`src/gsp_pkg.sv`:
```
// Shared types and constants for the gain scheduled PID step block.
package gsp_pkg;

    localparam int GAIN_W     = 32;
    localparam int LIM_W      = 12;
    localparam int DRIVE_W    = 16;
    localparam int CFG_DATA_W = 32;
    localparam int CFG_IDX_W  = 3;
    localparam int FRAC_BITS  = 24;
    localparam int QSAT_W     = 21;
    localparam int QSAT       = 1 << 20;

    typedef enum logic [CFG_IDX_W-1:0] {
        REG_P_GAIN        = 3'd0,
        REG_I_GAIN        = 3'd1,
        REG_D_GAIN        = 3'd2,
        REG_DEAD_ZONE     = 3'd3,
        REG_INTEGRAL_BAND = 3'd4,
        REG_OUT_MAX       = 3'd5,
        REG_OUT_MIN       = 3'd6
    } gsp_reg_idx_t;

    localparam logic [GAIN_W-1:0]         P_GAIN_RST    = 32'd838860800;
    localparam logic [GAIN_W-1:0]         I_GAIN_RST    = 32'd168;
    localparam logic [GAIN_W-1:0]         D_GAIN_RST    = 32'd1677722;
    localparam logic [LIM_W-1:0]          DEAD_ZONE_RST = 12'd3;
    localparam logic [LIM_W-1:0]          BAND_RST      = 12'd55;
    localparam logic signed [DRIVE_W-1:0] OUT_MAX_RST   = 16'sd20000;
    localparam logic signed [DRIVE_W-1:0] OUT_MIN_RST   = -16'sd20000;

    typedef struct packed {
        logic [GAIN_W-1:0]  p_gain;
        logic [GAIN_W-1:0]  i_gain;
        logic [GAIN_W-1:0]  d_gain;
        logic [LIM_W-1:0]   dead_zone;
        logic [LIM_W-1:0]   integral_band;
        logic [DRIVE_W-1:0] out_max;
        logic [DRIVE_W-1:0] out_min;
    } gsp_cfg_t;

    typedef struct packed {
        logic ld_a;
        logic ld_b;
        logic ld_c;
        logic ld_d;
        logic ld_o;
    } gsp_ctrl_t;

endpackage

```
`src/gsp_sat.sv`:
```
// Term summation, truncation toward zero, saturation and output clamps.
module gsp_sat
    import gsp_pkg::*;
#(
    parameter int SAMPLE_BITS = 12,
    parameter int SUM_BITS    = 32
)
(
    input  logic                                       clk,
    input  gsp_cfg_t                                   cfg,
    input  gsp_ctrl_t                                  ctrl,
    input  logic signed [GAIN_W+SAMPLE_BITS+1:0]       pp_c,
    input  logic signed [GAIN_W+SAMPLE_BITS+2:0]       dp_c,
    input  logic signed [GAIN_W+SUM_BITS/2+1:0]        ilo_c,
    input  logic signed [GAIN_W+SUM_BITS-SUM_BITS/2:0] ihi_c,
    input  logic                                       dead_c,
    output logic [DRIVE_W-1:0]                         drive_o,
    output logic                                       dead_o
);

    localparam int LO = SUM_BITS / 2;
    localparam int MW = (SUM_BITS > SAMPLE_BITS + 2) ? SUM_BITS : SAMPLE_BITS + 2;
    localparam int AW = MW + 36;
    localparam int QW = AW - FRAC_BITS;
    localparam int VW = QSAT_W + 1;
    localparam logic [QW-1:0] QLIM = QW'(QSAT);

    logic signed [AW-1:0] acc;
    logic signed [AW-1:0] acc_reg;
    logic                 dead_d_reg;
    logic [AW-1:0]        acc_neg;
    logic [AW-1:0]        acc_mag;
    logic [QW-1:0]        q_w;
    logic [QSAT_W-1:0]    q;
    logic signed [VW-1:0] v_abs;
    logic signed [VW-1:0] v_raw;
    logic signed [VW-1:0] v_hi;
    logic signed [VW-1:0] lim_max;
    logic signed [VW-1:0] lim_min;
    logic signed [VW-1:0] v_clamped;

    always_comb
    begin
        acc = AW'(pp_c) + AW'(dp_c) + (AW'(ihi_c) <<< (LO + 1)) + (AW'(ilo_c) <<< 1);
    end

    always_ff @(posedge clk)
    begin
        if (ctrl.ld_d)
        begin
            acc_reg    <= acc;
            dead_d_reg <= dead_c;
        end
    end

    always_comb
    begin
        acc_neg = -acc_reg;
        acc_mag = acc_reg[AW-1] ? acc_neg : acc_reg;
        q_w     = acc_mag[AW-1:FRAC_BITS];
        q       = (q_w > QLIM) ? QLIM[QSAT_W-1:0] : q_w[QSAT_W-1:0];
        v_abs   = $signed({1'b0, q});
        v_raw   = acc_reg[AW-1] ? -v_abs : v_abs;
        lim_max = VW'($signed(cfg.out_max));
        lim_min = VW'($signed(cfg.out_min));
        // max clamp first, min clamp last so that min wins on crossed limits
        v_hi      = (v_raw > lim_max) ? lim_max : v_raw;
        v_clamped = (v_hi < lim_min) ? lim_min : v_hi;
    end

    always_ff @(posedge clk)
    begin
        if (ctrl.ld_o)
        begin
            drive_o <= v_clamped[DRIVE_W-1:0];
            dead_o  <= dead_d_reg;
        end
    end

endmodule

```
`config.mk`:
```
export PLATFORM = sky130hd
export DESIGN_NAME = gsp_sat
export DESIGN_NICKNAME = d
export VERILOG_FILES = /design/src/gsp_pkg.sv /design/src/gsp_sat.sv
export SDC_FILE = /design/constraint.sdc
export NUM_CORES = 1
export LEC_CHECK = 0
export BUFFER_PORTS_ARGS = -buffer_cell sky130_fd_sc_hd__buf_2
export CELL_PAD_IN_SITES_DETAIL_PLACEMENT = 0
export CELL_PAD_IN_SITES_GLOBAL_PLACEMENT = 1
export CORE_MARGIN = 10
export CORE_UTILIZATION = 43
export DETAILED_ROUTE_END_ITERATION = 6
export GPL_TIMING_DRIVEN = 1
export PLACE_DENSITY = 0.87
export SETUP_SLACK_MARGIN = 0.3
export SLEW_MARGIN = 10
export SYNTH_ARGS = -nofsm -noshare
export SYNTH_HDL_FRONTEND = slang
export SYNTH_SLANG_ARGS = --single-unit
```
`constraint.sdc`:
```
create_clock -name clk -period 19.9 [get_ports clk]
set_clock_uncertainty 0.1 [all_clocks]
set_input_delay 0.995 -clock clk [delete_from_list [all_inputs] [get_ports clk]]
set_output_delay 0.995 -clock clk [all_outputs]
set_load 0.02 [all_outputs]
```
==> impl_metrics.toml <==
[status]
status = "completed"

[setup_path]
slowest_stage = "nor3_4"
cp_slowest_stage_delay_ps = 570
cp.required_ps = 19890
cp.arrival_ps = 10730
endpoint_kind = "register"
critical_path_class = "register to register"
cp-start-kind = "register"
cp_max_fo = 20

[cts]
cts_max_path_buffers = 2
cts_made_buffers = 9
cts.sinks = 86
cts_resized = 0
cts_tree = "yes"
path_clk_slew_ps = 70
h-tree-depth = 3
holdBufCountCts = 0
cts_setup_buffers = 0
root_buffer = "clkbuf_16"
worst_skew_pair.late_latency_ps = 350

[sta]
worstMarginPinSlew_ps = 981
maxSlewHeadroom_pct = 33.9
tns_ps = 0
fin_crit_sh_pct = 54.0
finalSetupViolations = 0
period_minus_slack_ps = 10740
max_freq_mhz = 93.1
maxSlewViolCount = 0
rsz0062_at_grt = "false"
hold_viol = 0

[grt]
grt_max_degree = 70
grt_usage_pct = 17.3
grt_overflow = 0
antenna_found_initial = 0
grt_pass1_vias = 10400
grt_pass1_wl_um = 51300

[power_and_ir_drop]
intPower_uw = 814
p_leak_nw = 6.03
powerDensity_nw_per_um2 = 107
pwr-share-comb_pct = 60.7
clockPowerShare_pct = 11.5
switchingPower_uw = 664
vdd_drop_max_mv = 0.0409
swShare_pct = 44.9
seq_power_share_pct = 27.8
p_total_mw = 1.48

[synthesis]
synth_async_sr_flop_share_pct = 0
synth_cell_types = 84
ys_ff_latch = 86
synth_edf_count = 86
netlist_area_um2 = 12000
seq_area_frac_synth_pct = 21.6
synth_top_cell_by_area = "edfxtp_1"
synth_flop_cell = "edfxtp_1"
yosys_warnings = 0
synth_cells = 1230
syn_nets = 1807
avgSynthCellArea_um2 = 9.73
synth_top_area_share_pct = 21.6
synth.area.top_cells = "edfxtp_1 (22%), fa_1 (17%), ha_1 (13%)"

[finish]
drive_gt1_share_pct = 22.3
mostFrequentLayoutCells = "buf_2 (244), ha_1 (126), fa_1 (100)"
fillers = 2598
final_area_um2 = 13800
nets = 2030
num_antenna_cells = 0
area_growth_pct = 15.6
largest_reg_flops = 68
mostFrequentLayoutCell = "buf_2"

[routing]
vias_per_cell = 5.49
vias = 10100
wl_per_cell_um = 16.8
dr.pass1.iters = 7
postRouteAntennaNets = 0
wl_um = 30900
drc = 0
drt_iter0_drc = 588

[floorplan]
ios = 368
die_area_um2 = 34900
initial_core_util_pct = 43.3
core_um2 = 27600
die-height_um = 187
dieWidth_um = 187
row_count = 61

[worst_hold_path]
min_path_type = "register to register"

[flow_run]
maxCapViolCount = 0

[placed_design]
io_buffers = 244
hpwl_um = 26000
place_area_um2 = 13500
routabilityCongestion = 0.914
-- final cells by class --
| cell class | instances | area [µm²] | area share [%] |
|---|---|---|---|
| Tap cell | 378 | 473 | 3.42 |
| Inverter | 62 | 233 | 1.68 |
| Sequential cell | 86 | 2580 | 18.7 |
| Timing Repair Buffer | 248 | 1250 | 9.04 |
| Clock inverter | 7 | 72.6 | 0.525 |
| Clock buffer | 9 | 225 | 1.63 |
| Multi-Input combinational cell | 1046 | 9000 | 65.0 |
-- metrics by stage --
step / hold WS, ps / utilization, % / setup WS (ps) / cells
floorplan: 300 / - / 11010 / 1230
global placement: 327 / 49.0 / 9360 / 1820
detailed placement: 326 / 49.0 / 9280 / 1820
CTS: 342 / 50.1 / 9200 / 1836
global route: 354 / 50.1 / 8400 / 1836
finish: 335 / 50.1 / 9160 / 1836
-- synthesized netlist by cell type (4+ instances only) --
master / number
clkbuf_1: 27
o211ai_1: 13
nand4b_1: 5
nor2_1: 87
nand3_1: 41
mux2i_1: 10
o31a_1: 4
or3_1: 15
a21o_1: 51
mux2_2: 16
a211oi_1: 4
edfxtp_1: 86
buf_2: 6
o21bai_1: 18
or4_1: 8
o21ai_0: 36
fa_1: 100
a41oi_1: 7
mux2_4: 10
nand4_1: 24
xnor2_1: 55
nand2b_1: 14
and3_1: 16
o21a_1: 8
nor4_1: 12
o31ai_1: 13
nand2_1: 73
ha_1: 126
nor4b_1: 5
a21oi_1: 94
nor3_1: 35
o31ai_2: 4
nor2b_1: 8
and2_1: 9
a31oi_1: 15
nor3b_1: 4
or2_2: 9
xor2_1: 21
inv_1: 62
-- worst paths after layout --
| check | startpoint | endpoint | slack, ps | depth (start not counted) |
|---|---|---|---|---|
| worst min-delay path | dead_d_reg$_DFFE_PP_ | dead_o$_DFFE_PP_ | 330 | 0 |
| worst max-delay path | acc_reg[0]$_DFFE_PP_ | drive_o[2]$_DFFE_PP_ | 9160 | 32 |
| worst min register to register | dead_d_reg$_DFFE_PP_ | dead_o$_DFFE_PP_ | 330 | 0 |
| worst max register to register | acc_reg[0]$_DFFE_PP_ | drive_o[2]$_DFFE_PP_ | 9160 | 32 |
-- power groups by stage --
| stage | clock network [mW] | logic (mW) | registers [mW] |
|---|---|---|---|
| 3_5_place_dp | 0 | 0.894 | 0.412 |
| 2_1_floorplan | 0 | 0.680 | 0.391 |
| 5_1_grt | 0.181 | 1.01 | 0.424 |
| 4_1_cts | 0.175 | 0.899 | 0.409 |
| 3_3_place_gp | 0 | 0.882 | 0.408 |
| 6_report | 0.170 | 0.898 | 0.411 |
-- per-layer routing --
metal,part of all wire (%),vias to the layer above,track usage [%]
met4,0.70,0,3.32
met5,0,-,0
met2,45,291,27.1
li1,-,5067,-
met3,5.5,15,3.02
met1,49,4711,24.5
-- kinds of logic after synthesis --
logic type / synth area share, %
simple gates: 17.1
mux: 3.60
flops: 21.6
xor+xnor: 5.56
compound gates: 19.0
fa+ha+maj: 29.9
buf+inv: 3.26
-- worst max-delay path: cells and delay by family (launching register included) --
kind                     cells  cell delay [ps]
buffers and inverters        1              340
AO/OA/AOI/OAI               11             3480
flip-flops                   1              370
multiplexers                 3             1260
AND/OR/NAND/NOR             14             3880
adder cells (fa/ha/maj)      3             1050
Note: power is estimated with default switching activity, not from simulation.
