$ cat src/gsp_pkg.sv
// Shared types and constants for the gain scheduled PID step block.
package gsp_pkg;

    localparam int GAIN_W     = 32;
    localparam int LIM_W      = 12;
    localparam int DRIVE_W    = 16;
    localparam int CFG_DATA_W = 32;
    localparam int CFG_IDX_W  = 3;
    localparam int FRAC_BITS  = 24;
    localparam int QSAT_W     = 21;
    localparam int QSAT       = 1 << 20;

    typedef enum logic [CFG_IDX_W-1:0] {
        REG_P_GAIN        = 3'd0,
        REG_I_GAIN        = 3'd1,
        REG_D_GAIN        = 3'd2,
        REG_DEAD_ZONE     = 3'd3,
        REG_INTEGRAL_BAND = 3'd4,
        REG_OUT_MAX       = 3'd5,
        REG_OUT_MIN       = 3'd6
    } gsp_reg_idx_t;

    localparam logic [GAIN_W-1:0]         P_GAIN_RST    = 32'd838860800;
    localparam logic [GAIN_W-1:0]         I_GAIN_RST    = 32'd168;
    localparam logic [GAIN_W-1:0]         D_GAIN_RST    = 32'd1677722;
    localparam logic [LIM_W-1:0]          DEAD_ZONE_RST = 12'd3;
    localparam logic [LIM_W-1:0]          BAND_RST      = 12'd55;
    localparam logic signed [DRIVE_W-1:0] OUT_MAX_RST   = 16'sd20000;
    localparam logic signed [DRIVE_W-1:0] OUT_MIN_RST   = -16'sd20000;

    typedef struct packed {
        logic [GAIN_W-1:0]  p_gain;
        logic [GAIN_W-1:0]  i_gain;
        logic [GAIN_W-1:0]  d_gain;
        logic [LIM_W-1:0]   dead_zone;
        logic [LIM_W-1:0]   integral_band;
        logic [DRIVE_W-1:0] out_max;
        logic [DRIVE_W-1:0] out_min;
    } gsp_cfg_t;

    typedef struct packed {
        logic ld_a;
        logic ld_b;
        logic ld_c;
        logic ld_d;
        logic ld_o;
    } gsp_ctrl_t;

endpackage

$ cat src/gsp_mult.sv
// Gain multiplies: P and D terms, and the I term split in two partial products.
module gsp_mult
    import gsp_pkg::*;
#(
    parameter int SAMPLE_BITS = 12,
    parameter int SUM_BITS    = 32
)
(
    input  logic                                        clk,
    input  gsp_cfg_t                                    cfg,
    input  gsp_ctrl_t                                   ctrl,
    input  logic signed [SAMPLE_BITS:0]                 err_b,
    input  logic signed [SAMPLE_BITS+1:0]               diff_b,
    input  logic signed [SUM_BITS-1:0]                  sum_b,
    input  logic                                        use_pd_b,
    input  logic                                        use_i_b,
    input  logic                                        dead_b,
    output logic signed [GAIN_W+SAMPLE_BITS+1:0]        pp_c,
    output logic signed [GAIN_W+SAMPLE_BITS+2:0]        dp_c,
    output logic signed [GAIN_W+SUM_BITS/2+1:0]         ilo_c,
    output logic signed [GAIN_W+SUM_BITS-SUM_BITS/2:0]  ihi_c,
    output logic                                        dead_c
);

    localparam int LO  = SUM_BITS / 2;
    localparam int PW  = GAIN_W + SAMPLE_BITS + 2;
    localparam int DPW = GAIN_W + SAMPLE_BITS + 3;
    localparam int ILW = GAIN_W + LO + 2;
    localparam int IHW = GAIN_W + SUM_BITS - LO + 1;

    logic [LO-1:0]                 sum_lo;
    logic signed [SUM_BITS-LO-1:0] sum_hi;
    logic signed [PW-1:0]          pp;
    logic signed [DPW-1:0]         dp;
    logic signed [ILW-1:0]         ilo;
    logic signed [IHW-1:0]         ihi;

    always_comb
    begin
        sum_lo = sum_b[LO-1:0];
        sum_hi = $signed(sum_b[SUM_BITS-1:LO]);
        pp     = $signed({1'b0, cfg.p_gain}) * err_b;
        dp     = $signed({1'b0, cfg.d_gain}) * diff_b;
        ilo    = $signed({1'b0, cfg.i_gain}) * $signed({1'b0, sum_lo});
        ihi    = $signed({1'b0, cfg.i_gain}) * sum_hi;
    end

    always_ff @(posedge clk)
    begin
        if (ctrl.ld_c)
        begin
            pp_c   <= use_pd_b ? pp : '0;
            dp_c   <= use_pd_b ? dp : '0;
            ilo_c  <= use_i_b ? ilo : '0;
            ihi_c  <= use_i_b ? ihi : '0;
            dead_c <= dead_b;
        end
    end

endmodule

$ cat config.mk
export PLATFORM = sky130hd
export DESIGN_NAME = gsp_mult
export DESIGN_NICKNAME = d
export VERILOG_FILES = /design/src/gsp_pkg.sv /design/src/gsp_mult.sv
export SDC_FILE = /design/constraint.sdc
export NUM_CORES = 2
export LEC_CHECK = 0
export BUFFER_PORTS_ARGS = -buffer_cell sky130_fd_sc_hd__buf_2
export CORE_UTILIZATION = 53
export CTS_CLUSTER_DIAMETER = 30
export DETAILED_ROUTE_END_ITERATION = 16
export MAX_ROUTING_LAYER = met4
export PLACE_DENSITY_LB_ADDON = 0.25
export SYNTH_ARGS = -nofsm -noshare
export SYNTH_HDL_FRONTEND = slang
export SYNTH_SLANG_ARGS = --single-unit
$ cat constraint.sdc
create_clock -name clk -period 9.6 [get_ports clk]
set_input_delay 2.88 -clock clk [delete_from_list [all_inputs] [get_ports clk]]
set_output_delay 2.88 -clock clk [all_outputs]
set_load 0.05 [all_outputs]
==> summary.md <==
| Metric | Value |
|---|---|
| CTS H-Tree Depth | 4 |
| Root buffer selected by CTS | sky130_fd_sc_hd__clkbuf_16 |
| CTS Sinks | 191 |
| Total standard cell area after synthesis | 0.06824 mm2 |
| Sum of net half-perimeters after detailed placement | 144700 um |
| Starting utilization of the core area | 0.5345 |
| CTS resizes | 0 |
| Number of flops mapped to enable cells by yosys | 191 |
| Detailed-routing iteration count for the pre-antenna-repair pass | 6 |
| Final Instance Count excl. Fillers | 9391 |
| Max capacitance violation total | 0 |
| Net count, final | 9997 |
| Number of cell rows | 131 |
| Crit path time final | 9053 ps |
| Cell type with the highest aggregate area in the netlist | sky130_fd_sc_hd__fa_1 |
| Clock tree from TritonCTS | done |
| Tot GR Track Use | 0.2937 |
| First-pass GRT wire length | 291900 um |
| Routability-driven placement congestion ratio | 0.9201 |
| Top post-synthesis cells by area | sky130_fd_sc_hd__fa_1 45%, sky130_fd_sc_hd__ha_1 10%, sky130_fd_sc_hd__inv_1 9.1%, sky130_fd_sc_hd__edfxtp_1 8.4%, sky130_fd_sc_hd__and2_1 8.1% |
| Die area | 0.1302 mm2 |
| Main synth FF type | sky130_fd_sc_hd__edfxtp_1 |
| Vias per std cell | 5.452 |
| Part of the Yosys area used for sequential elements | 0.08405 |
| Synth Area in Simple Gates | 0.1779 |
| Portion of synthesized cell area occupied by the leading cell type | 0.4471 |
| Period utilisation layout | 0.9430 |
| Height of the chip | 360.8 um |
| Async S/R FF share, synth | 0 |
| Crit path kind | in2reg |
| Setup repair after global routing missed its margin | false |
| Initial antenna violation count | 16 |
| Total Neg Setup Slack | 0 ps |
| Count of buffering cells on the critical path with inverters included | 4 |
| Layout fillers | 11460 |
| Leading cell type in the layout, fill and taps excluded | sky130_fd_sc_hd__inv_1 |
| Mean routed wirelength per cell | 18.82 um |
| Top fanout value on the critical path | 32 |
| Cell count after synthesis | 7543 |
| Worst slack at placement | 91.98 ps |
| Setup violators final | 0 |
| Critical path, cell by cell | buf_2 -> nand2_1 -> fa_1 -> fa_1 -> fa_1 -> inv_1 -> fa_1 -> fa_1 -> inv_1 -> fa_1 -> inv_1 -> ha_1 -> and3_1 -> nand3_1 -> a21oi_1 -> a21oi_1 -> o41ai_1 -> a31oi_1 -> o21ai_0 -> o311ai_0 |
| Total detailed-routing wirelength | 176800 um |
| Clock Path Buffers | 2 |
| Dominant combinational cell family by area after synthesis | adder cells |
| Number of top-level pins | 413 |
| Core region area | 0.1277 mm2 |
| Remaining global-route overflow | 0 |
| Highest clock rate | 110.5 MHz |
| Result of the run | complete, no violations |
| Number of global-route vias before repair | 55806 |
| Relative slew margins | 0.3625 |
| Share of synthesized cell area in full adder, half adder and majority cells | 0.5485 |
| Yosys Warn Count | 0 |
| Max stage delay on crit path | 550 ps |
| Number of I/O port buffers | 350 |
| Slowest stage cell on the critical path | sky130_fd_sc_hd__fa_1 |
| Clock-pin transition on the worst setup and hold timing paths | 80 ps |
| Number of cells in the design after placement | 9343 |
| Cts hold-fix bufs | 0 |
| XOR/XNOR Fraction of Synth Area | 0.01951 |
| Multiplexer area fraction after synthesis | 0.001173 |
| Fraction of the mapped netlist area in compound gates | 0.05473 |
| Slew at the pin closest to its max-slew limit | 956.3 ps |
| Final ANT Viol Nets | 0 |
| Number of buffers inserted during clock tree synthesis | 17 |
| Number of synthesized register bits | 191 |
| DRT iter0 DRCs | 2628 |
| Hold Fails Final Rpt | 0 |
| Max-slew violations | 0 |
| Fraction of final layout cells with drive strength greater than 1 | 0.07896 |
| Worst-case hold slack | 2517 ps |
| Area added between synthesis and finish | 6.870% |
| Top cell family by delay on the critical path | adder cells |
| Path type of the worst min-delay path | in2reg |
| Number of buffers added for setup after CTS | 0 |
| Startpoint types | input pin |
| Via count of the routed design | 51196 |
| Pin count of the biggest net entering global routing | 98 |
| Horizontal die dimension | 360.8 um |
| Remaining DRCs | 0 |
| Syn Area/Cell | 9.047 um2 |
| Most frequent cell on the critical path | sky130_fd_sc_hd__fa_1 |
| Post-synthesis cell type count | 79 |
| Worst Slack Setup Final | 546.9 ps |
| Endpoint arrival time on the critical path | 9310 ps |
| Crit path capture type | flip-flop |
| Top library cells by usage in the layout, fill and taps aside | 1653 x sky130_fd_sc_hd__inv_1, 1524 x sky130_fd_sc_hd__fa_1, 1123 x sky130_fd_sc_hd__nand2_1, 888 x sky130_fd_sc_hd__and2_1, 553 x sky130_fd_sc_hd__ha_1 |
| Req. time, crit path | 9860 ps |
-- worst paths after layout --
path / depth (start not counted) / startpoint / slack (ps) / end
max: 20 / sum_b[2] / 550 / ilo_c[45]$_SDFFCE_PN0P_
min: 1 / dead_b / 2520 / dead_c$_DFFE_PP_
-- cell type report --
type | count | area, um2 | area share
Multi-Input combinational cell | 5282 | 54720 | 0.7503
Clock buffer | 17 | 425.4 | 0.005833
Timing Repair Buffer | 553 | 3511 | 0.04814
Clock inverter | 15 | 205.2 | 0.002814
Inverter | 1655 | 6212 | 0.08518
Antenna cell | 16 | 40.04 | 0.0005490
Tap cell | 1662 | 2079 | 0.02851
Sequential cell | 191 | 5736 | 0.07864
-- logic make-up after synthesis --
kind of cell / after synthesis
other cells: 1
mux: 8
fa+ha+maj: 2077
buf+inv: 2071
flops: 191
xor+xnor: 152
simple gates: 2470
compound gates: 573
-- cells in the mapped netlist, types with 8 or more instances --
cell type / count
sky130_fd_sc_hd__nand4_1: 44
sky130_fd_sc_hd__ha_1: 553
sky130_fd_sc_hd__a31oi_1: 23
sky130_fd_sc_hd__o2111ai_1: 8
sky130_fd_sc_hd__nor2b_1: 40
sky130_fd_sc_hd__edfxtp_1: 191
sky130_fd_sc_hd__nand2_1: 1123
sky130_fd_sc_hd__o21ai_1: 8
sky130_fd_sc_hd__clkbuf_1: 406
sky130_fd_sc_hd__nor3_1: 22
sky130_fd_sc_hd__nor4_1: 9
sky130_fd_sc_hd__and2_1: 888
sky130_fd_sc_hd__xor2_1: 61
sky130_fd_sc_hd__o21a_1: 24
sky130_fd_sc_hd__a211oi_1: 23
sky130_fd_sc_hd__mux2i_1: 8
sky130_fd_sc_hd__inv_1: 1654
sky130_fd_sc_hd__o21bai_1: 28
sky130_fd_sc_hd__xnor2_1: 91
sky130_fd_sc_hd__a21oi_1: 177
sky130_fd_sc_hd__o211ai_1: 13
sky130_fd_sc_hd__and3_1: 32
sky130_fd_sc_hd__a21o_1: 90
sky130_fd_sc_hd__nand2b_1: 44
sky130_fd_sc_hd__fa_1: 1524
sky130_fd_sc_hd__nor2_1: 197
sky130_fd_sc_hd__or3_1: 11
sky130_fd_sc_hd__o31ai_1: 10
sky130_fd_sc_hd__o21ai_0: 92
sky130_fd_sc_hd__nand3_1: 31
-- per-layer routing --
metal	part of all wire	vias up	track usage
met2	0.52	1593	0.5046
met5	0	-	-
li1	-	22764	-
met3	0.062	350	0.04576
met4	0.038	0	0.1097
met1	0.38	26489	0.3474
-- registers in the layout, indices dropped and copies added (netlist names) --
signal,flops
dead_c,1
dp_c,47
ihi_c,49
ilo_c,48
pp_c,46
-- through the flow --
stage / utilization / cell area, um2
3_3_place_gp: 0.5659 / 72260
2_1_floorplan: - / 68250
6_report: 0.5712 / 72930
3_5_place_dp: 0.5659 / 72260
4_1_cts: 0.5709 / 72890
5_1_grt: 0.5711 / 72920
Power is left out: the tool's default activity adds up to more than one toggle a clock period on the data nets, which glitch-free logic cannot reach.
