`config.mk`:
```
export PLATFORM = sky130hd
export DESIGN_NAME = gsp_err
export DESIGN_NICKNAME = d
export VERILOG_FILES = /design/src/gsp_pkg.sv /design/src/gsp_err.sv
export SDC_FILE = /design/constraint.sdc
export NUM_CORES = 1
export LEC_CHECK = 0
export ABC_AREA = 1
export BUFFER_PORTS_ARGS = -buffer_cell sky130_fd_sc_hd__buf_2
export CORE_ASPECT_RATIO = 0.75
export CORE_UTILIZATION = 50
export CTS_CLUSTER_SIZE = 20
export DETAILED_ROUTE_END_ITERATION = 6
export PLACE_DENSITY_LB_ADDON = 0.15
export SETUP_SLACK_MARGIN = 0.05
export SYNTH_ARGS = -nofsm -noshare
export SYNTH_HDL_FRONTEND = slang
export SYNTH_SLANG_ARGS = --single-unit
export TNS_END_PERCENT = 10
```
`constraint.sdc`:
```
create_clock -name clk -period 8.7 [get_ports clk]
set_input_delay 1.305 -clock clk [delete_from_list [all_inputs] [get_ports clk]]
set_output_delay 1.305 -clock clk [all_outputs]
set_load 0.03 [all_outputs]
```
`src/gsp_pkg.sv`:
```
// Shared types and constants for the gain scheduled PID step block.
package gsp_pkg;

    localparam int GAIN_W     = 32;
    localparam int LIM_W      = 12;
    localparam int DRIVE_W    = 16;
    localparam int CFG_DATA_W = 32;
    localparam int CFG_IDX_W  = 3;
    localparam int FRAC_BITS  = 24;
    localparam int QSAT_W     = 21;
    localparam int QSAT       = 1 << 20;

    typedef enum logic [CFG_IDX_W-1:0] {
        REG_P_GAIN        = 3'd0,
        REG_I_GAIN        = 3'd1,
        REG_D_GAIN        = 3'd2,
        REG_DEAD_ZONE     = 3'd3,
        REG_INTEGRAL_BAND = 3'd4,
        REG_OUT_MAX       = 3'd5,
        REG_OUT_MIN       = 3'd6
    } gsp_reg_idx_t;

    localparam logic [GAIN_W-1:0]         P_GAIN_RST    = 32'd838860800;
    localparam logic [GAIN_W-1:0]         I_GAIN_RST    = 32'd168;
    localparam logic [GAIN_W-1:0]         D_GAIN_RST    = 32'd1677722;
    localparam logic [LIM_W-1:0]          DEAD_ZONE_RST = 12'd3;
    localparam logic [LIM_W-1:0]          BAND_RST      = 12'd55;
    localparam logic signed [DRIVE_W-1:0] OUT_MAX_RST   = 16'sd20000;
    localparam logic signed [DRIVE_W-1:0] OUT_MIN_RST   = -16'sd20000;

    typedef struct packed {
        logic [GAIN_W-1:0]  p_gain;
        logic [GAIN_W-1:0]  i_gain;
        logic [GAIN_W-1:0]  d_gain;
        logic [LIM_W-1:0]   dead_zone;
        logic [LIM_W-1:0]   integral_band;
        logic [DRIVE_W-1:0] out_max;
        logic [DRIVE_W-1:0] out_min;
    } gsp_cfg_t;

    typedef struct packed {
        logic ld_a;
        logic ld_b;
        logic ld_c;
        logic ld_d;
        logic ld_o;
    } gsp_ctrl_t;

endpackage

```
`src/gsp_err.sv`:
```
// Input register, error/difference forming, saturating sum and gain selection.
module gsp_err
    import gsp_pkg::*;
#(
    parameter int SAMPLE_BITS = 12,
    parameter int SUM_BITS    = 32
)
(
    input  logic                          clk,
    input  logic                          rst_n,
    input  gsp_cfg_t                      cfg,
    input  gsp_ctrl_t                     ctrl,
    input  logic [SAMPLE_BITS-1:0]        target,
    input  logic [SAMPLE_BITS-1:0]        measured,
    output logic signed [SAMPLE_BITS:0]   err_b,
    output logic signed [SAMPLE_BITS+1:0] diff_b,
    output logic signed [SUM_BITS-1:0]    sum_b,
    output logic                          use_pd_b,
    output logic                          use_i_b,
    output logic                          dead_b
);

    localparam int EW = SAMPLE_BITS + 1;
    localparam int DW = SAMPLE_BITS + 2;
    localparam int CW = (SAMPLE_BITS > LIM_W) ? SAMPLE_BITS : LIM_W;
    localparam int SW = ((SUM_BITS > EW) ? SUM_BITS : EW) + 1;

    logic [SAMPLE_BITS-1:0]     target_reg;
    logic [SAMPLE_BITS-1:0]     measured_reg;
    logic signed [SUM_BITS-1:0] error_sum_reg;
    logic signed [SUM_BITS-1:0] error_sum_next;
    logic signed [EW-1:0]       prev_error_reg;

    logic signed [EW-1:0]  err;
    logic signed [EW-1:0]  neg_err;
    logic signed [DW-1:0]  diff;
    logic [SAMPLE_BITS-1:0] mag;
    logic [CW-1:0]         mag_w;
    logic signed [SW-1:0]  sum_wide;
    logic signed [SW-1:0]  smax_w;
    logic signed [SW-1:0]  smin_w;
    logic                  dead;
    logic                  in_band;

    always_ff @(posedge clk)
    begin
        if (ctrl.ld_a)
        begin
            target_reg   <= target;
            measured_reg <= measured;
        end
    end

    always_comb
    begin
        err     = $signed({1'b0, target_reg}) - $signed({1'b0, measured_reg});
        neg_err = -err;
        diff    = DW'(err) - DW'(prev_error_reg);
        mag     = err[EW-1] ? neg_err[SAMPLE_BITS-1:0] : err[SAMPLE_BITS-1:0];
        mag_w   = CW'(mag);
        dead    = mag_w < CW'(cfg.dead_zone);
        in_band = mag_w <= CW'(cfg.integral_band);
    end

    always_comb
    begin
        smax_w   = SW'({1'b0, {(SUM_BITS-1){1'b1}}});
        smin_w   = ~smax_w;
        sum_wide = SW'(error_sum_reg) + SW'(err);
        priority if (sum_wide > smax_w)
            error_sum_next = smax_w[SUM_BITS-1:0];
        else if (sum_wide < smin_w)
            error_sum_next = smin_w[SUM_BITS-1:0];
        else
            error_sum_next = sum_wide[SUM_BITS-1:0];
    end

    always_ff @(posedge clk or negedge rst_n)
    begin
        if (!rst_n)
        begin
            error_sum_reg  <= '0;
            prev_error_reg <= '0;
        end
        else if (ctrl.ld_b)
        begin
            error_sum_reg  <= error_sum_next;
            prev_error_reg <= err;
        end
    end

    always_ff @(posedge clk)
    begin
        if (ctrl.ld_b)
        begin
            err_b    <= err;
            diff_b   <= diff;
            sum_b    <= error_sum_next;
            use_pd_b <= !dead;
            use_i_b  <= !dead && in_band;
            dead_b   <= dead;
        end
    end

endmodule

```
==> results of run 1 <==
[area by class of cell]
type                       instances  area (µm²)  share of cell area (%)
clock buffer                      19         433                    4.15
clock inverter                    13         150                    1.44
inverter                         192         721                    6.91
multi-input combinational        825        4520                    43.4
sequential                       131        3710                    35.6
tap                              242         303                    2.90
timing repair buffer             116         591                    5.66
[power by group through the flow]
stage | Clock (mW) | Sequential, mW | Combinational, mW
finish | 0.715 | 1.10 | 2.73
global route | 0.752 | 1.13 | 3.07
CTS | 0.726 | 1.10 | 2.72
detailed placement | 0 | 1.11 | 2.70
global placement | 0 | 1.11 | 2.67
floorplan | 0 | 1.36 | 1.88
[logic make-up (layout without fill, tap and decap cells)]
| kind of cell | count (synthesis) | after routing | synth area share, % |
|---|---|---|---|
| buf+inv | 208 | 340 | 9.26 |
| flops | 131 | 131 | 40.9 |
| compound gates | 104 | 104 | 6.48 |
| xor+xnor | 36 | 36 | 3.48 |
| fa+ha+maj | 84 | 84 | 11.8 |
| simple gates | 601 | 601 | 28.1 |
[cell usage in the layout (no fill, tap or decap), types with 32 or more instances in the layout]
cell / count
sky130_fd_sc_hd__nor2_1: 55
sky130_fd_sc_hd__nand3_1: 49
sky130_fd_sc_hd__xor2_1: 32
sky130_fd_sc_hd__buf_2: 112
sky130_fd_sc_hd__inv_1: 191
sky130_fd_sc_hd__a21oi_1: 52
sky130_fd_sc_hd__o21ai_0: 32
sky130_fd_sc_hd__dfrtp_1: 45
sky130_fd_sc_hd__edfxtp_1: 86
sky130_fd_sc_hd__ha_1: 81
sky130_fd_sc_hd__nand2_1: 413
sky130_fd_sc_hd__nand2_2: 49
[per-stage QoR]
stage                     instance area (µm²)  util, %
after floorplan                          9070        -
after global placement                   9840     55.6
after detailed placement                 9840     55.6
after CTS                               10400     58.9
after global routing                    10400     58.9
final                                   10400     58.9
[metal layers]
metal / vias up / part of all wire (%) / track usage [%]
li1: 3934 / - / -
met1: 3389 / 53 / 36.1
met2: 198 / 40 / 34.1
met3: 18 / 5.9 / 5.02
met4: 0 / 0.97 / 5.46
met5: - / 0 / 0
[worst reg2reg max path, delay by kind of cell, from the launching register on]
| family | cells | cell delay (ns) |
|---|---|---|
| adder cells (fa/ha/maj) | 2 | 0.86 |
| buffers and inverters | 1 | 0.06 |
| AO/OA/AOI/OAI | 3 | 1.40 |
| AND/OR/NAND/NOR | 15 | 1.92 |
| flip-flops | 1 | 0.37 |
[worst paths after layout]
path / end
hold / removal: error_sum_reg[4]$_DFFE_PN0P_
min in group asynchronous: error_sum_reg[18]$_DFFE_PN0P_
setup reg to reg: sum_b[28]$_DFFE_PP_
hold reg to reg: error_sum_reg[4]$_DFFE_PN0P_
setup / recovery: sum_b[28]$_DFFE_PP_
max in group asynchronous: error_sum_reg[1]$_DFFE_PN0P_
==> results.txt, run 1 <==
Setup clock skew after layout: 0.0124 ns. Counting flops and latches in the post-synthesis netlist gives 131. The switching power total came out at 2.24 mW. Power spread over the standard cell area amounts to 436 mW/mm². The logs give 24.2% for the portion of total power attributed to sequential cells and 42 for the number of core rows. In this run, synthesis inferred 86 flip-flops with an integrated enable.

0 antenna diodes ended up in the layout. Counting along the longest clock path gives a buffer depth of 2. The tools report the final count of hold timing violations as 0. Top cell type's share of synthesized area: 28.5%.

Setup repair after global routing left no endpoint under its margin. Traced cell by cell, the critical path runs through ha_1 -> a21oi_1 -> nand2_1 -> nand2_1 -> nand3_1 -> nand2_1 -> nand2_1 -> a21oi_4 -> ha_1 -> nand2_2 -> inv_1 -> nand2_1 -> nand2_1 -> a21oi_1 -> nand2_2 -> nand2_1 -> nand2_1 -> nand2_1 -> nand2_1 -> nand2_4 -> nand2_1. The tools report the startpoint of the worst register-to-register path as target_reg[5]$_DFFE_PP_.

The HPWL after detailed placement is 15.5 mm. The count of nets left with antenna violations once routing finished came out at 0. The type of the tightest min-delay check is reg2reg. Counting the fill cells in the layout gives 1,670. For the residual DRC count, the log shows 0.

TritonCTS built the clock tree. After synthesis, the cell types taking the most area are sky130_fd_sc_hd__edfxtp_1 (28%), sky130_fd_sc_hd__nand2_1 (17%), sky130_fd_sc_hd__dfrtp_1 (12%), sky130_fd_sc_hd__ha_1 (11%), sky130_fd_sc_hd__inv_1 (7.9%). The cell area that synthesis handed to floorplanning was 0.00907 mm². The final period utilization was 56.2%. Setup violations remaining at the end of the flow were counted as 0. In this design, the stage delay of the slowest critical-path cell is 0.89 ns. Detailed routing inserted a total of 7,539 vias. The clock network accounts for 15.7% of the total power.

The run gives 1,164 as the gate count of the mapped netlist. After detailed routing, the average wire length per cell comes to 13.4 µm. The number of antenna violations at the first check in global routing was 0; the number of cells on the critical path was 21.

Max-cap violations in this run came to 0. The tools report the final number of max-transition violations as 0. At the end of routability-driven placement, the weighted congestion stood at 0.879. Using the TritonRoute via totals, the vias-per-cell ratio works out to 4.90. The finished layout holds 1,538 standard cells, fillers aside. Most used flip-flop cell after synthesis: sky130_fd_sc_hd__edfxtp_1.

The worst-case IR drop observed on VDD is 0.239 mV. Across every metal layer, demand over resource in global routing totals 23.7%. The total area inside the core boundary comes to 0.0177 mm². Overall overflow remaining after global route: 0.

Number of I/O pins: 245. The analysis attributes to cell leakage a power of 5.65 nW. The most critical setup path has its startpoint at target_reg[5]$_DFFE_PP_. Headroom to the max-slew limit came out at 23.7%.

For this block, the routed nets add up to 20.7 mm of wire. Per report_power, the combinational group accounts for 60.1% of the total. Hold is met by 0.487 ns. The cell seen most often among critical-path stages was sky130_fd_sc_hd__nand2_1.

The worst setup path is launched from a register. Once the clock tree was built, the resizer swapped 0 gates to a different size. The cell sitting at the root of the clock tree is a sky130_fd_sc_hd__clkbuf_16. After clock tree synthesis, the clock-pin slew on the worst setup and hold paths is 0.06 ns. The number of different library cells used by synthesis comes to 35.

Timing analysis after detailed placement gives a worst setup slack of 3.90 ns. The TritonCTS buffer count was 17; the hold buffer count at CTS was 0. In the post-synthesis netlist, the cell with the most instances is sky130_fd_sc_hd__nand2_1. STA puts the critical path data arrival time at 5.02 ns. The number of placed instances, taps included, is 1,506. The total nets after synthesis came out at 1,431. The tools report the via count of the first global-routing pass as 6,939. In this run the mean area of a mapped cell was 7.79 µm². The tools report the net count of the finished layout as 1,550. The iteration-0 DRC count of the detailed router is 458. The kind of cell with the highest combined delay along the critical path is simple AND/OR/NAND/NOR gates. Along the worst path, the maximum fanout reaches 38. The initial core utilization is 51.2%. The design draws 4.55 mW.

STA classifies the critical path endpoint as a register. The first global-routing pass estimated 34.2 mm of wire. The worst register-to-register path has a setup slack of 3.81 ns. The library cell contributing the largest single delay on the critical path is sky130_fd_sc_hd__a21oi_4. The setup path with the least slack is of type reg2reg. In the synthesized netlist the async set-or-reset flop fraction comes to 34.4%. The Yosys step of the flow raised 0 warnings. Cell internal power was estimated by the tool at 2.31 mW. Counting cells, the worst reg-to-reg path comes to 21. The full die area was 0.0187 mm²; the horizontal die dimension was 158 µm.

Ranked by instance count, the synthesized netlist is headed by sky130_fd_sc_hd__nand2_1 (413), sky130_fd_sc_hd__inv_1 (191), sky130_fd_sc_hd__edfxtp_1 (86). At the later pin of the worst-skew pair, clock insertion delay measures 0.43 ns. The number of detailed-routing iterations run before antenna repair was 5. The actual slew at the worst max-slew pin is 1.14 ns.

The run finished with clean final reports. Cells with a size suffix above 1 make up 16.1% of the layout. Buffers added to address setup during post-CTS repair amount to 0. The die is 119 µm tall. sky130_fd_sc_hd__edfxtp_1 takes more of the synthesized area than any other cell. The TritonCTS sink count is 131, and the area added between synthesis and finish is 15.0%.

The total number of H-tree levels came out at 4. The buffer and inverter count on the worst path came out at 1. For the worst setup path, the data required time is 8.83 ns. Subtracting the final worst setup slack from the clock period gives 4.89 ns.

For the fraction of the yosys area taken by sequential cells, the log shows 40.9%. In this run the most critical hold path is launched from error_sum_reg[4]$_DFFE_PN0P_. Derived from the worst setup path, the maximum achievable clock frequency is 205 MHz. In this run switching power makes up 49.2% of total power.

Setup slack on the critical path of the routed design comes to 3.81 ns. Port buffering added 113 buffers. The worst hold path cell count was 2; the largest net degree at the start of global routing was 70. Summed over all failing endpoints, the final setup total negative slack is 0 ns.
(Power assumes the default switching activity.)
==> run 2, diff against run 1 <==
clock period = 5.1 ns   (was 8.7 ns; I/O delays follow)
==> run 2 against run 1 <==
  * Total power increased by 69%
  * Clock power increased by 59%
  * Setup slack got worse by 3.3 ns
  * Critical path depth decreased by 2
  * Maximum frequency increased by 7.3%
  * Wire length decreased by 0.58%
  * Cell count increased by 0.20%
  * Combinational power increased by 70%
  * Clock skew decreased by 0.0038 ns
  * Final area decreased by 0.16%
  * Critical path type unchanged
  * Sequential power increased by 70%
  * Largest cell class unchanged
==> results.txt, run 2 (synthesis results as in run 1) <==
For the worst-skew pair, the clock arrives at the later sink with an insertion delay of 0.43 ns. The largest single stage delay on the critical path is 0.61 ns. Measured along the y axis, the die boundary spans 119 µm. The count of vias placed by the detailed router is 7,541, and the clock transition time at the flip-flop clock pins of the worst setup and hold paths is 0.06 ns. Setup slack on the worst reg-to-reg path comes out at 0.55 ns. The tools report the timing-limited maximum frequency as 220 MHz. Setup repair after global routing left no endpoint under its margin.

Summed over all failing endpoints, the final setup total negative slack is 0 ns. The count of port buffers added during placement is 113, and the peak supply drop is 0.516 mV. In this run the worst path has a maximum fanout of 33. Type of the tightest min-delay check: in2async. The worst setup path is captured at a register.

The area added between synthesis and finish was 14.8%. Walking the worst path, the cells encountered are ha_1 -> a21oi_1 -> nand2_1 -> nand2_1 -> nand3_1 -> nand2_1 -> nand2_1 -> a21oi_4 -> ha_1 -> a21oi_1 -> nand2_1 -> nand2_1 -> nand2_1 -> a21oi_2 -> nand2_1 -> nand2_1 -> nand2_1 -> nand2_4 -> nand2_1. The run gives 34.3 mm as the global-route wire length before repair. At the worst endpoint, the required time is 5.23 ns. The root buffer cell chosen for the clock tree is sky130_fd_sc_hd__clkbuf_16. The clock net in this run drives a total of 131 sinks. The run gives 0 as the number of antenna violations at the first check in global routing. The cell seen most often among critical-path stages is sky130_fd_sc_hd__nand2_1.

The logs give 0 for the setup-violating endpoint count in the final report and 38.1% for the relative slew slack. The initial utilization of the core area, before any placement, comes to 51.2%. The antenna diode instance count came out at 0. The analysis attributes to cell leakage a power of 5.65 nW. The number of violations of the max-capacitance limit came out at 0. The smallest clock period supported by the final layout is computed as 4.55 ns. The worst path uses 89.3% of the clock period. The number of I/O pins is 245. The tools report the via count of the first global-routing pass as 6,970.

The floorplan has 42 rows. The TritonCTS buffer count came out at 17. The data arrival at the endpoint of the critical path was 4.68 ns.

In this run the remaining antenna-violating nets after routing total 0. The kind of cell with the highest combined delay along the critical path is simple AND/OR/NAND/NOR gates. The detailed router finished its first iteration with 511 violations. Area of the placeable core: 0.0177 mm². In the layout the commonest cells are sky130_fd_sc_hd__nand2_1 (413), sky130_fd_sc_hd__inv_1 (191), sky130_fd_sc_hd__buf_2 (112), sky130_fd_sc_hd__edfxtp_1 (86), sky130_fd_sc_hd__ha_1 (81). The wire length per cell after detailed routing was 13.3 µm; the hold buffer count at CTS was 0. The overall overflow remaining after global route is 0, and the actual slew at the worst max-slew pin is 0.929 ns. The logs give 7.67 mW for the overall power of the completed layout and 2 for the clock tree buffer depth. On the critical path, the stage with the largest delay is an instance of sky130_fd_sc_hd__a21oi_4. The floorplan step defined a die boundary enclosing 0.0187 mm². Most common cell after layout, fill and taps aside: sky130_fd_sc_hd__nand2_1. The net count of the finished layout is 1,553. The tools report the largest net degree at the start of global routing as 79.

Element type at the critical path start: a register. Counting both buffers and inverters, the worst setup path holds a total of 0. Measured along the x axis, the die boundary spans 158 µm. For this run, design rule violations remaining after detail routing come to 0. The total routing resource utilization after global routing is 23.8%, and the number of buffers inserted to repair setup after CTS is 0. The per-cell via count in the routed design is 4.89, and the post-cts repair resize count is 0. The final number of max-transition violations was 0; the wire length reported by the detailed router was 20.5 mm. For this design the ratio of total power to cell area is 737 mW/mm².

The total number of H-tree levels came out at 4. Between clock sinks in the finished design, the worst skew comes to 0.00865 ns. For the final count of hold timing violations, the log shows 0. The fraction of final layout cells sized beyond drive strength 1 is 16.3%. The run finished with clean final reports.

The wire-length estimate of the detail-placed layout is 15.4 mm. The setup path with the least slack is of type reg2reg. TritonCTS built the clock tree. Routability-driven placement finished with a final weighted congestion of 0.921. The run gives 5 as the number of detailed-routing iterations run before antenna repair.
run 2: report_power, final:
part,internal [mW],total [mW],switching [mW]
Combinational,1.49,4.65,3.17
Clock,0.640,1.14,0.504
Sequential,1.73,1.87,0.146
run 2: worst paths after layout:
| path | startpoint | to | cells after the start |
|---|---|---|---|
| worst min-delay path | rst_n | error_sum_reg[16]$_DFFE_PN0P_ | 2 |
| worst min register to register | error_sum_reg[30]$_DFFE_PN0P_ | error_sum_reg[30]$_DFFE_PN0P_ | 2 |
| max in group asynchronous | rst_n | error_sum_reg[28]$_DFFE_PN0P_ | 2 |
| worst max register to register | target_reg[5]$_DFFE_PP_ | sum_b[28]$_DFFE_PP_ | 19 |
| worst max-delay path | target_reg[5]$_DFFE_PP_ | sum_b[28]$_DFFE_PP_ | 19 |
| min in group clk | error_sum_reg[30]$_DFFE_PN0P_ | error_sum_reg[30]$_DFFE_PN0P_ | 2 |
run 2: final cells by class:
class                      count  area, µm²
fill                        1618       7300
multi-input combinational    825       4520
sequential                   131       3710
inverter                     192        721
timing repair buffer         119        613
clock buffer                  19        443
tap                          242        303
clock inverter                13        101
run 2: per-layer routing:
metal  share of wire, %  GRT usage (%)  vias up
met3                6.1           4.99       14
li1                   -              -     3936
met2                 39           32.7      198
met4               0.76           6.01        0
met5                  0              0        -
met1                 54           37.4     3393
run 2: worst reg2reg max path, cell delays in order (launching register included):
cell	delay [ns]
sky130_fd_sc_hd__edfxtp_1	0.37
sky130_fd_sc_hd__ha_1	0.39
sky130_fd_sc_hd__a21oi_1	0.32
sky130_fd_sc_hd__nand2_1	0.09
sky130_fd_sc_hd__nand2_1	0.08
sky130_fd_sc_hd__nand3_1	0.08
sky130_fd_sc_hd__nand2_1	0.11
sky130_fd_sc_hd__nand2_1	0.10
sky130_fd_sc_hd__a21oi_4	0.61
sky130_fd_sc_hd__ha_1	0.44
sky130_fd_sc_hd__a21oi_1	0.25
sky130_fd_sc_hd__nand2_1	0.11
sky130_fd_sc_hd__nand2_1	0.08
sky130_fd_sc_hd__nand2_1	0.10
sky130_fd_sc_hd__a21oi_2	0.23
sky130_fd_sc_hd__nand2_1	0.10
sky130_fd_sc_hd__nand2_1	0.06
sky130_fd_sc_hd__nand2_1	0.08
sky130_fd_sc_hd__nand2_4	0.42
sky130_fd_sc_hd__nand2_1	0.24
run 2: stage by stage:
| step | utilization (%) | hold slack [ns] | area (µm²) | cells | setup slack, ns |
|---|---|---|---|---|---|
| after global routing | 58.8 | 0.491 | 10400 | 1541 | 0.230 |
| after floorplan | - | 0.453 | 9070 | 1164 | 1.52 |
| final | 58.8 | 0.439 | 10400 | 1541 | 0.548 |
| after global placement | 55.7 | 0.469 | 9870 | 1509 | 0.661 |
| after detailed placement | 55.7 | 0.473 | 9870 | 1509 | 0.642 |
| after CTS | 58.8 | 0.464 | 10400 | 1541 | 0.599 |
==> run 3, diff against run 2 <==
PLACE_DENSITY = 0.84   (was default)
PLACE_DENSITY_LB_ADDON = default   (was 0.15)
==> run 3 against run 2 <==
  * Critical path depth did not move
  * Critical endpoint is now sum_b[27]$_DFFE_PP_
  * Utilization increased by 0.12 points
  * Global-route usage decreased by 0.45 points
  * First-iteration DRC count rose by 9.2%
  * The flow now finishes with violations (DRC)
  * Clock power up 4%
==> results.txt, run 3 (synthesis results as in run 1) <==
The detailed-routed wire length on met3 is 1.21 mm. The tightest hold path in the finished design has a slack of 0.486 ns. The worst setup path is launched from a register.

In this run the cell area measured after placement is 0.00986 mm². The floorplan step defined a die boundary enclosing 0.0187 mm². The design draws 7.75 mW.

The total area inside the core boundary comes to 0.0177 mm². The per-cell via count in the routed design is 5.00. After detailed routing, the wire length on met1 is 10.4 mm. In this run the worst hold path is classified as reg2reg. The tools report the endpoint with the worst hold slack as prev_error_reg[4]$_DFFE_PN0P_. Most common cell after layout, fill and taps aside: sky130_fd_sc_hd__nand2_1. Cell seen most often among critical-path stages: sky130_fd_sc_hd__nand2_1. The final sum of negative setup slack is 0 ns, and the final cell utilization of the core is 58.9%. The total number of H-tree levels is 4.

For this design the static power due to leakage is 5.66 nW. Global routing finished with a remaining overflow of 0. The tools report the endpoint of the worst register-to-register path as sum_b[27]$_DFFE_PP_. The run gives 0 as the antenna diode instance count. TritonCTS built the clock tree. The worst setup path is captured at a register. Counting cells, the worst reg-to-reg path comes to 19. The critical path class was reg2reg. In the layout the commonest cells are sky130_fd_sc_hd__nand2_1 (413), sky130_fd_sc_hd__inv_1 (191), sky130_fd_sc_hd__buf_2 (112), sky130_fd_sc_hd__edfxtp_1 (86), sky130_fd_sc_hd__ha_1 (81).

The worst hold path begins at prev_error_reg[4]$_DFFE_PN0P_. In this run the remaining antenna-violating nets after routing total 0. The required time at the endpoint of the critical path was 5.25 ns; the worst hold path cell count was 2. The delay of the slowest cell on the worst path works out to 0.58 ns.

Counting the buffers created by CTS gives 17. Across the routed clock network, the largest skew measured is 0.00852 ns. The wire length per cell after detailed routing was 13.4 µm. Measured along the x axis, the die boundary spans 158 µm. The logs give 42 for the number of core rows and 0 for the final number of max-transition violations. The number of detailed-routing iterations run before antenna repair is 7.

Startpoint of the worst register-to-register path: target_reg[5]$_DFFE_PP_. The TritonCTS sink count was 131; the sequential standard cell area was 0.00371 mm². For the pin with the worst max-slew slack, the measured transition is 1.07 ns.

The run gives 1,508 as the number of placed instances, taps included. The highest metal layer carrying signal wires in the routed design is met4. From synthesis to final layout, the design area changed by 15.0%. Measured against its own limit, the worst slew margin works out to 28.6%.

The flow ran to the end, but the final reports show violations. The number of violations of the max-capacitance limit came out at 0. The cell at the root of the clock tree was sky130_fd_sc_hd__clkbuf_16. STA puts the critical path data arrival time at 4.58 ns.

Entering global routing, the biggest net connects 66 pins. The first routing iteration left 558 violations. The largest driver fanout on the critical path was 33.

The final reports fail on DRC. The count of buffers added on input and output ports is 113. The final critical path takes up 86.9% of the cycle.

The worst path setup slack after routing is 0.670 ns, and the power density normalized to cell area is 743 mW/mm². Across the VDD grid, the largest voltage drop is 0.324 mV. In the global route stage, overall resource usage came out at 23.4%. The wire-length estimate of the detail-placed layout is 15.7 mm.

For the worst-skew pair, the clock arrives at the later sink with an insertion delay of 0.43 ns. Of the cells placed in the final design, the portion with a size suffix greater than 1 is 16.3%. The run gives 0 as the final count of hold timing violations.

The detailed-routed wire length on met2 is 8.83 mm. The logs give 0 for the hold buffer count at CTS and 1,540 for the number of cells in the finished layout apart from fillers. The number of buffers inserted to repair setup after CTS was 0. The global-route wire length before repair is 33.9 mm. The die is 119 µm tall. The clock transition time at the flip-flop clock pins of the worst setup and hold paths is 0.06 ns. The filler cells instantiated in the layout total 1,509. For this block, the routed nets add up to 20.7 mm of wire. For the timing-limited maximum frequency, the log shows 226 MHz.

The slowest stage of the critical path belongs to the cell sky130_fd_sc_hd__a21oi_4. The setup-violating endpoint count in the final report came out at 0. Timing analysis after detailed placement gives a worst setup slack of 0.722 ns.

In this run the register-to-register setup slack is 0.67 ns. Once the clock tree was built, the resizer swapped 0 gates to a different size. The tools report the via count of the first global-routing pass as 7,134. The final layout contains 1,552 nets. In the routed design, unresolved DRC markers number 12. Setup repair after global routing left no endpoint under its margin. Final period demand of the worst path: 4.43 ns. The signal on the critical path passes through ha_1 -> a21oi_1 -> nand2_1 -> nand2_1 -> nand3_1 -> nand2_1 -> nand2_1 -> a21oi_4 -> ha_1 -> a21oi_1 -> nand2_1 -> nand2_1 -> nand2_1 -> a21oi_2 -> nand2_1 -> nand2_1 -> nand2_1 -> nand2_4 -> nand2_1. Total non-filler cell area in the finished layout: 0.0104 mm². The longest clock path from root to sink contains 2 buffers. The multi-input logic area was 0.00452 mm²; the final RePlAce weighted congestion was 0.963. The tools report the initial core utilization as 51.2%. 245 I/O pins were placed. For the count of vias placed by the detailed router, the log shows 7,700. The run gives 0 as the number of antenna violations at the first check in global routing.
==> run 3: how the worst max path moves through the flow <==
stage	start	to	slack [ns]
after floorplan	target_reg[5]$_DFFE_PP_	sum_b[10]$_DFFE_PP_	1.52
after global placement	target_reg[5]$_DFFE_PP_	sum_b[27]$_DFFE_PP_	0.80
after detailed placement	target_reg[5]$_DFFE_PP_	sum_b[27]$_DFFE_PP_	0.72
after CTS	target_reg[5]$_DFFE_PP_	sum_b[27]$_DFFE_PP_	0.69
after global routing	target_reg[5]$_DFFE_PP_	error_sum_reg[27]$_DFFE_PN0P_	0.18
final	target_reg[5]$_DFFE_PP_	sum_b[27]$_DFFE_PP_	0.67
==> run 3: where the power goes <==
group	internal [mW]	total (mW)	switching [mW]
Clock	0.684	1.19	0.503
Sequential	1.73	1.89	0.161
Combinational	1.49	4.67	3.18
==> run 3: layer usage <==
layer / global-route usage [%] / vias up
met5: 0 / -
met4: 6.98 / 0
met3: 4.14 / 27
met2: 34.6 / 260
met1: 34.6 / 3478
li1: - / 3935
==> run 3: area by class of cell <==
class / count / area share (%)
sequential: 131 / 35.5
tap: 242 / 2.90
multi-input combinational: 825 / 43.3
clock inverter: 14 / 1.38
inverter: 192 / 6.91
timing repair buffer: 118 / 5.80
clock buffer: 18 / 4.11
==> run 3: worst max-delay path, delay by kind of cell, from the launching register on <==
kind | cells | cell delay [ns]
AOI/OAI and AO/OA | 4 | 1.40
adders and majority gates | 2 | 0.81
DFF | 1 | 0.37
and+or+nand+nor | 13 | 1.55
